### src/rtl/mas_pkg.sv
// package for the middle access stack: sizes, request and status codes, fsm states
package mas_pkg;
  localparam int unsigned Depth = 16;
  localparam int unsigned AddrW = $clog2(Depth);
  localparam int unsigned CntW = $clog2(Depth + 1);
  localparam int unsigned DataW = 32;

  localparam logic [1:0] REQ_PUSH = 2'd0;
  localparam logic [1:0] REQ_POP = 2'd1;
  localparam logic [1:0] REQ_DEL_MID = 2'd2;

  localparam logic [1:0] ST_DONE = 2'd0;
  localparam logic [1:0] ST_EMPTY = 2'd1;
  localparam logic [1:0] ST_FULL = 2'd2;

  localparam logic [DataW-1:0] NoneValue = '1;

  typedef enum logic [2:0] {
    S_IDLE,
    S_POPRD,
    S_SHRD,
    S_SHWR,
    S_MIDRD,
    S_MIDWT,
    S_OUT
  } state_e;
endpackage

### src/rtl/middle_access_stack_unit.sv
// top level of the middle access stack
// Bounded stack of 16 signed 32-bit entries held in one single-port ram with
// registered read. One request at a time: push writes the new top entry, pop
// reads the top entry, delete-middle moves each entry above the middle down by
// one (a read and a write per entry moved), each request ending with a read of
// the new middle entry. Rejected, no-op and delete requests that move nothing
// go straight to that middle read.
// in_stall_o stays high until the result has been transferred out; out_valid_o
// holds the result for as long as out_stall_i is high.
module middle_access_stack_unit
  import mas_pkg::*;
(
  input  logic                    clk_i,
  input  logic                    rst_ni,
  input  logic                    in_valid_i,
  output logic                    in_stall_o,
  input  logic [1:0]              req_type_i,
  input  logic signed [DataW-1:0] push_value_i,
  output logic                    out_valid_o,
  input  logic                    out_stall_i,
  output logic [1:0]              status_o,
  output logic signed [DataW-1:0] popped_value_o,
  output logic                    middle_valid_o,
  output logic signed [DataW-1:0] middle_value_o,
  output logic [4:0]              entry_count_o
);
  state_e state_q, state_d;
  logic [CntW-1:0] cnt_q, cnt_d;
  logic [AddrW-1:0] idx_q, idx_d;
  logic [1:0] status_q, status_d;
  logic [DataW-1:0] popped_q, popped_d;
  logic [DataW-1:0] mid_q, mid_d;
  logic ram_we;
  logic [AddrW-1:0] ram_addr;
  logic [DataW-1:0] ram_wdata, ram_rdata;

  mas_ram #(.Width(DataW), .Depth(Depth)) u_ram (
    .clk_i  (clk_i),
    .we_i   (ram_we),
    .addr_i (ram_addr),
    .wdata_i(ram_wdata),
    .rdata_o(ram_rdata)
  );

  // state and count registers
  always_ff @(posedge clk_i or negedge rst_ni) begin
    if (!rst_ni) begin
      state_q <= S_IDLE;
      cnt_q <= '0;
    end else begin
      state_q <= state_d;
      cnt_q <= cnt_d;
    end
  end

  // payload registers
  always_ff @(posedge clk_i) begin
    idx_q <= idx_d;
    status_q <= status_d;
    popped_q <= popped_d;
    mid_q <= mid_d;
  end

  // sequencer: push write, pop read, shift and middle lookup through the ram port
  always_comb begin
    logic [CntW-1:0] mid_pos;
    state_d = state_q;
    cnt_d = cnt_q;
    idx_d = idx_q;
    status_d = status_q;
    popped_d = popped_q;
    mid_d = mid_q;
    ram_we = 1'b0;
    ram_addr = idx_q;
    ram_wdata = push_value_i;
    mid_pos = cnt_q >> 1;
    case (state_q)
      S_IDLE: begin
        if (in_valid_i) begin
          status_d = ST_DONE;
          popped_d = NoneValue;
          state_d = S_MIDRD;
          case (req_type_i)
            REQ_PUSH: begin
              if (cnt_q >= CntW'(Depth)) begin
                status_d = ST_FULL;
              end else begin
                ram_we = 1'b1;
                ram_addr = cnt_q[AddrW-1:0];
                cnt_d = cnt_q + 1'b1;
              end
            end
            REQ_POP: begin
              if (cnt_q == '0) begin
                status_d = ST_EMPTY;
              end else begin
                ram_addr = AddrW'(cnt_q - 1'b1);
                idx_d = AddrW'(cnt_q - 1'b1);
                state_d = S_POPRD;
              end
            end
            REQ_DEL_MID: begin
              if (cnt_q == '0) begin
                status_d = ST_EMPTY;
              end else if (CntW'(mid_pos + 1'b1) >= cnt_q) begin
                cnt_d = cnt_q - 1'b1;
              end else begin
                idx_d = AddrW'(mid_pos + 1'b1);
                state_d = S_SHRD;
              end
            end
            default: begin
            end
          endcase
        end
      end
      S_POPRD: begin
        // top entry was read at the accepting edge and lands now
        state_d = S_MIDRD;
        popped_d = ram_rdata;
        cnt_d = cnt_q - 1'b1;
      end
      S_SHRD: begin
        // read of entry idx_q lands next cycle
        state_d = S_SHWR;
      end
      S_SHWR: begin
        ram_we = 1'b1;
        ram_addr = idx_q - 1'b1;
        ram_wdata = ram_rdata;
        if (CntW'(idx_q) + 1'b1 >= cnt_q) begin
          cnt_d = cnt_q - 1'b1;
          state_d = S_MIDRD;
        end else begin
          idx_d = idx_q + 1'b1;
          state_d = S_SHRD;
        end
      end
      S_MIDRD: begin
        ram_addr = mid_pos[AddrW-1:0];
        state_d = S_MIDWT;
      end
      S_MIDWT: begin
        mid_d = (cnt_q == '0) ? NoneValue : ram_rdata;
        state_d = S_OUT;
      end
      S_OUT: begin
        if (!out_stall_i) begin
          state_d = S_IDLE;
        end
      end
      default: state_d = S_IDLE;
    endcase
  end

  assign in_stall_o = (state_q != S_IDLE);
  assign out_valid_o = (state_q == S_OUT);
  assign status_o = status_q;
  assign popped_value_o = popped_q;
  assign middle_valid_o = (cnt_q != '0);
  assign middle_value_o = mid_q;
  assign entry_count_o = 5'(cnt_q);
endmodule

### src/rtl/mas_ram.sv
// generic single port ram with registered read
module mas_ram #(
  parameter int unsigned Width = 32,
  parameter int unsigned Depth = 16
) (
  input  logic                     clk_i,
  input  logic                     we_i,
  input  logic [$clog2(Depth)-1:0] addr_i,
  input  logic [Width-1:0]         wdata_i,
  output logic [Width-1:0]         rdata_o
);
  logic [Width-1:0] mem_q [Depth];

  // write, or registered read
  always_ff @(posedge clk_i) begin
    if (we_i) begin
      mem_q[addr_i] <= wdata_i;
    end
    rdata_o <= mem_q[addr_i];
  end
endmodule
### config.mk
export PLATFORM = sky130hd
export DESIGN_NAME = middle_access_stack_unit
export DESIGN_NICKNAME = d
export VERILOG_FILES = /design/src/rtl/mas_pkg.sv /design/src/rtl/middle_access_stack_unit.sv /design/src/rtl/mas_ram.sv
export SDC_FILE = /design/constraint.sdc
export NUM_CORES = 1
export LEC_CHECK = 0
export BUFFER_PORTS_ARGS = -buffer_cell sky130_fd_sc_hd__buf_2
export CAP_MARGIN = 20
export CORE_AREA = 2 2 291 221
export DETAILED_ROUTE_END_ITERATION = 8
export DIE_AREA = 0 0 293 223
export PLACE_DENSITY_LB_ADDON = 0.2
export SLEW_MARGIN = 20
export SYNTH_ARGS = -nofsm -noshare
export SYNTH_HDL_FRONTEND = slang
export SYNTH_HIERARCHICAL = 1
export SYNTH_SLANG_ARGS = --single-unit
export TNS_END_PERCENT = 50
### constraint.sdc
create_clock -name clk_i -period 5.4 [get_ports clk_i]
set_input_delay 1.08 -clock clk_i [delete_from_list [all_inputs] [get_ports clk_i]]
set_output_delay 1.08 -clock clk_i [all_outputs]
set_load 0.02 [all_outputs]
==> run summary, run 1 <==
Post-route cell area: 28300 um^2
Register bit total from synthesis: 622
IO Port Bufs: 111
Grt ovf: 0
Synth Flop Type: edfxtp_1
Pin count of the biggest net entering global routing: 128
Clock transition at path regs: 0.06 ns
Final Max Slew Viols: 0
Max Fclk: 236 MHz
Worst Hold Slack: 0.299 ns
Synth Instances: 1282
Crit Path Class: flop to flop
Share of cells above drive strength 1: 0.303
Delay-heaviest family, CP: simple AND/OR/NAND/NOR gates
Syn Area/Cell: 18.9 um^2
Die H: 223 um
Maximum VDD drop: 0.333 mV
Critical-path cell list: nor3_1 -> and2_1 -> o21ai_0 -> o21ai_0 -> a21oi_1 -> nor2_1 -> nand3_1 -> nor2_4 -> buf_4
Slowest-stage cell, CP: dfrtp_1
CP Depth: 9
Synth warn: 6
Worst-Skew Late Latency: 0.64 ns
Layout area overhead: 16.6%
CP Data Required Time: 5.66 ns
Die ar.: 65300 um^2
Final Hold Fails: 0
Total track usage: 0.175
Most Frequent Cell on Critical Path: o21ai_0
Post-synth EDFFs: 582
Worst Path Buf+Inv: 1
Clock sink count: 622
Startpoint types: flop
CTS resizes: 0
# fillers: 5325
Status: complete, no violations
Largest area contributor in the netlist: edfxtp_1
Nets: 1489
GPL Wtd Cong: 0.799
Number of routed nets with antenna violations: 0
Worst-path maximum fanout: 22
Starting density of the core: 0.386
Wire length on met1: 27000 um
Post-synthesis async set-or-reset flop share: 0.0129
CTS max path bufs: 3
Hold_buf cts: 0
Drt first pass iters: 5
Fin Clk Skew: 0.0288 ns
Antenna violations before repair: 1
Max cap viols: 0
Number of global-route vias before repair: 12600
First-pass GRT wire length: 84200 um
PD cells: 574 nW/um^2
Final HPWL DP: 32800 um
Slew @ Worst Pin: 0.864 ns
Die X: 293 um
R2R depth: 9
Final Critical Period: 4.23 ns
Post-synth cell types: 55
Tcrit/Tclk final: 0.783
Row cnt: 80
Arr. time, crit path: 4.49 ns
Vias/cell: 5.38
WL met3: 3320 um
Inst Count DP: 2192
Post-layout util: 0.450
Routed length per instance: 24.5 um
Drt total wl: 56600 um
CTS tree: built
Cell Area, Placed: 26200 um^2
Max layer used: met4
Synthesized net count: 1338
I/O pin cnt: 112
Post-synthesis sequential area ratio: 0.756
Hold Path Class: input port to async pin
Setup TNS: 0 ns
Core footprint: 62800 um^2
Met2 wire len: 25200 um
Lkg Pwr: 9.39 nW
RSZ-0062 raised after global routing: no
Post-synth top area share: 0.721
Number of setup buffers added after CTS: 0
Cell area after synthesis: 24200 um^2
Slew margin rel.: 0.418
DRT iter0 DRCs: 1115
Clock buffer count from CTS: 59
# DRC: 0
Cell Count, Final, Fillers Out: 2306
Top post-synthesis cells by area: edfxtp_1 (72%), mux4_2 (12%), dfxtp_1 (2.6%)
CP peak stage delay: 0.57 ns
Setup violators final: 0
Via count of the routed design: 12400
CTS H-tree lvls: 2
Clk root buf: clkbuf_16
Crit. End Element: flop
final timing paths:
| path | to | slack, ns | startpoint |
|---|---|---|---|
| max | u_ram/mem_q[13][29] | 1.17 | state_q[1] |
| min | entry_count_o[3] | 0.30 | rst_ni |
| max reg2reg | u_ram/mem_q[13][29] | 1.17 | state_q[1] |
| min reg2reg | popped_value_o[28] | 0.54 | u_ram/rdata_o[28] |
| max in group asynchronous | entry_count_o[1] | 4.92 | rst_ni |
| min in group clk_i | popped_value_o[28] | 0.54 | u_ram/rdata_o[28] |
power breakdown:
part | switching, mW | internal [mW] | leakage (nW) | total, mW
logic | 3.26 | 2.40 | 2.83 | 5.65
registers | 0.270 | 5.94 | 5.56 | 6.21
clock network | 1.84 | 2.53 | 1.00 | 4.37
flip-flops by register name (all words and copies together), names as in the netlist:
name / cells
status_o: 2
u_ram/rdata_o: 32
popped_value_o: 32
idx_q: 4
middle_value_o: 32
state_q: 3
entry_count_o: 5
u_ram/mem_q: 512
cell usage after synthesis, types with 3 or more instances:
master,n
nor2_1,27
xnor2_1,9
nand2b_1,40
buf_2,14
or2_2,33
clkbuf_1,49
and2_1,3
xor2_1,4
a21o_1,3
a21oi_1,15
mux4_2,128
edfxtp_1,582
nor3_1,8
dfxtp_1,32
a22oi_1,68
mux2i_1,3
nor2b_1,4
nor3b_1,3
buf_6,6
inv_1,16
o21ai_0,14
nand3_1,4
ha_1,18
nor4_1,3
nand2_1,147
a31oi_1,3
dfrtp_1,8
cell type report:
type	count	area [um^2]	share of cell area
antenna	2	5.00	0.000177
clock buffer	66	1520	0.0539
clock inverter	46	559	0.0198
inverter	16	60.1	0.00212
multi-input combinational	573	5720	0.202
sequential	622	18300	0.648
tap	820	1030	0.0363
timing repair buffer	161	1060	0.0374
metrics by stage:
step                setup slack [ns]  total power [mW]
CTS                             1.20              16.4
floorplan                     -0.307              10.2
finish                          1.17              16.2
global route                   0.704              17.1
detailed placement             0.698              12.0
global placement               0.749              12.0
layout by cell type (no fill, tap or decap), types with 4 or more instances in the layout:
cell type / instances
clkbuf_16: 59
nand2_1: 146
inv_1: 16
clkinvlp_4: 5
buf_12: 10
edfxtp_1: 582
nor3_1: 4
xnor2_1: 9
dfrtp_1: 8
or2_2: 33
nor2_4: 14
a22oi_1: 68
o21ai_0: 13
mux4_2: 128
nand2b_1: 40
nor3_2: 4
dfxtp_1: 32
ha_1: 18
buf_2: 111
a21oi_1: 15
nor2_1: 13
bufinv_16: 10
clkinv_2: 12
xor2_1: 4
clkbuf_1: 5
clkinv_1: 11
nand3_1: 4
buf_4: 40
cell families (layout without fill, tap and decap cells):
family	after synthesis	after routing	share of synthesized area
compound gates	125	125	0.0366
simple gates	285	285	0.0563
fa+ha+maj	18	18	0.00929
buf+inv	87	289	0.0164
xor+xnor	14	14	0.00563
mux	131	131	0.120
other cells	0	2	0
flops	622	622	0.756
layer usage:
metal | vias to the layer above | track usage
met1 | 6556 | 0.266
met5 | - | 0
met3 | 74 | 0.0304
met2 | 362 | 0.262
met4 | 0 | 0.0440
li1 | 5418 | -
(Power assumes the default switching activity.)
==> run 2, diff against run 1 <==
==> constraint.sdc (replaced) <==
create_clock -name clk_i -period 4.45 [get_ports clk_i]
set_input_delay 0.89 -clock clk_i [delete_from_list [all_inputs] [get_ports clk_i]]
set_output_delay 0.89 -clock clk_i [all_outputs]
set_load 0.02 [all_outputs]
==> run 2 against run 1 <==
Against the previous run: utilization up 0.53 points; clock power up 20%; power up 22%; sequential power up 21%; cell count up 0.78%; via count up 0.50%; flip-flop and latch count unchanged; combinational power up 25%; critical endpoint is now u_ram/mem_q[6][10].
==> run summary, run 2 (synthesized netlist as in run 1, its figures left out) <==
Status: complete, no violations
Hold Path Class: input port to async pin
Largest register FFs: 512
PD cells: 693 nW/um^2
DRT iter0 DRCs: 1271
CTS tree: built
Antenna violations before repair: 0
Wire length on met1: 27400 um
Lkg Pwr: 9.52 nW
Register area: 18300 um^2
Die ar.: 65300 um^2
Setup violators final: 0
GPL Wtd Cong: 0.776
Crit Reg-Reg Startpoint: state_q[0]
Via count of the routed design: 12500
Total track usage: 0.178
CTS resizes: 0
Clock buffer count from CTS: 58
Inst Count DP: 2214
Worst-Skew Late Latency: 0.63 ns
Share of cells above drive strength 1: 0.310
Routed length per instance: 24.8 um
# DRC: 0
Number of global-route vias before repair: 12600
Arr. time, crit path: 4.18 ns
RR Endpoint: u_ram/mem_q[6][10]
R2R depth: 11
Nets: 1510
Drt first pass iters: 5
Met2 wire len: 25600 um
Setup TNS: 0 ns
First-pass GRT wire length: 85500 um
IO Port Bufs: 111
Core footprint: 62800 um^2
Row cnt: 80
I/O pin cnt: 112
Final HPWL DP: 34000 um
Max layer used: met4
Slew @ Worst Pin: 0.798 ns
Layout area overhead: 18.0%
Hold_buf cts: 0
Number of routed nets with antenna violations: 0
Final Critical Period: 3.88 ns
Slew margin rel.: 0.467
# fillers: 5345
Number of setup buffers added after CTS: 0
Tcrit/Tclk final: 0.871
Total power: 19.8 mW
Crit Path Class: flop to flop
Reg2reg setup slack: 0.57 ns
CTS H-tree lvls: 2
RSZ-0062 raised after global routing: no
Commonest non-fill, non-tap cell in the layout: edfxtp_1
WL met3: 3320 um
CTS max path bufs: 3
Post-route cell area: 28600 um^2
Pin count of the biggest net entering global routing: 42
Multi-input gate area: 5740 um^2
Final Max Slew Viols: 0
Crit. End Element: flop
Die X: 293 um
Grt ovf: 0
Startpoint types: flop
CP Data Required Time: 4.75 ns
Cell Count, Final, Fillers Out: 2324
Max Fclk: 258 MHz
Worst-path maximum fanout: 26
Maximum VDD drop: 0.503 mV
Most flop-heavy register: u_ram/mem_q
Max cap viols: 0
Drt total wl: 57500 um
Starting density of the core: 0.386
Fin Clk Skew: 0.0185 ns
Ant diodes: 0
Clock sink count: 622
Commonest non-fill, non-tap cells in the layout: edfxtp_1 (582), nand2_1 (146), mux4_2 (128)
Vias/cell: 5.37
Clock transition at path regs: 0.07 ns
Cell Area, Placed: 26600 um^2
Final Hold Fails: 0
Die H: 223 um
Clk root buf: clkbuf_16
-- run 2: cell count changes in the layout (fill, tap and decap cells not counted), sizes merged --
cell and change:
buf +22, clkbuf +5, clkinv -7, clkinvlp +1
diode -2, inv -1
-- run 2: layer usage --
metal	vias to the layer above	GRT usage
met3	77	0.0280
met1	6573	0.274
met4	0	0.0462
met5	-	0
met2	384	0.266
li1	5438	-
-- run 2: layout make-up --
type                            instances  area share
Inverter                               16     0.00210
Timing Repair Buffer                  183      0.0501
Sequential cell                       622       0.641
Tap cell                              820      0.0359
Clock buffer                           71      0.0535
Multi-Input combinational cell        573       0.201
Clock inverter                         39      0.0172
-- run 2: power breakdown --
group / switching (mW) / internal [mW]
clock network: 2.21 / 3.04
registers: 0.304 / 7.21
logic: 3.94 / 3.12
total: 6.46 / 13.4
-- run 2: how the worst max path moves through the flow --
stage / cells after the start / from / to / slack (ns)
2_1_floorplan: 13 / req_type_i[0] / u_ram/mem_q[1][0] / -0.40
3_3_place_gp: 14 / req_type_i[0] / u_ram/rdata_o[27] / 0.55
3_5_place_dp: 14 / req_type_i[0] / u_ram/rdata_o[20] / 0.43
4_1_cts: 11 / state_q[0] / u_ram/mem_q[6][27] / 0.58
5_1_grt: 11 / state_q[1] / u_ram/mem_q[6][0] / 0.24
6_report: 11 / state_q[0] / u_ram/mem_q[6][10] / 0.57
-- run 2: stage by stage --
| step | utilization | setup slack [ns] | hold slack, ns |
|---|---|---|---|
| global placement | 0.423 | 0.551 | 0.523 |
| floorplan | - | -0.399 | 0.502 |
| CTS | 0.456 | 0.584 | 0.0821 |
| finish | 0.456 | 0.575 | 0.111 |
| detailed placement | 0.423 | 0.434 | 0.527 |
| global route | 0.456 | 0.244 | 0.106 |
-- run 2: worst max-delay path: stages, from the launching register on --
cell	delay [ns]
dfrtp_1	0.54
nor3_1	0.47
and2_1	0.31
o21ai_0	0.13
buf_4	0.18
o21ai_0	0.24
a21oi_1	0.08
nor2_1	0.56
nand3b_1	0.16
buf_4	0.21
nor2_4	0.34
buf_12	0.30
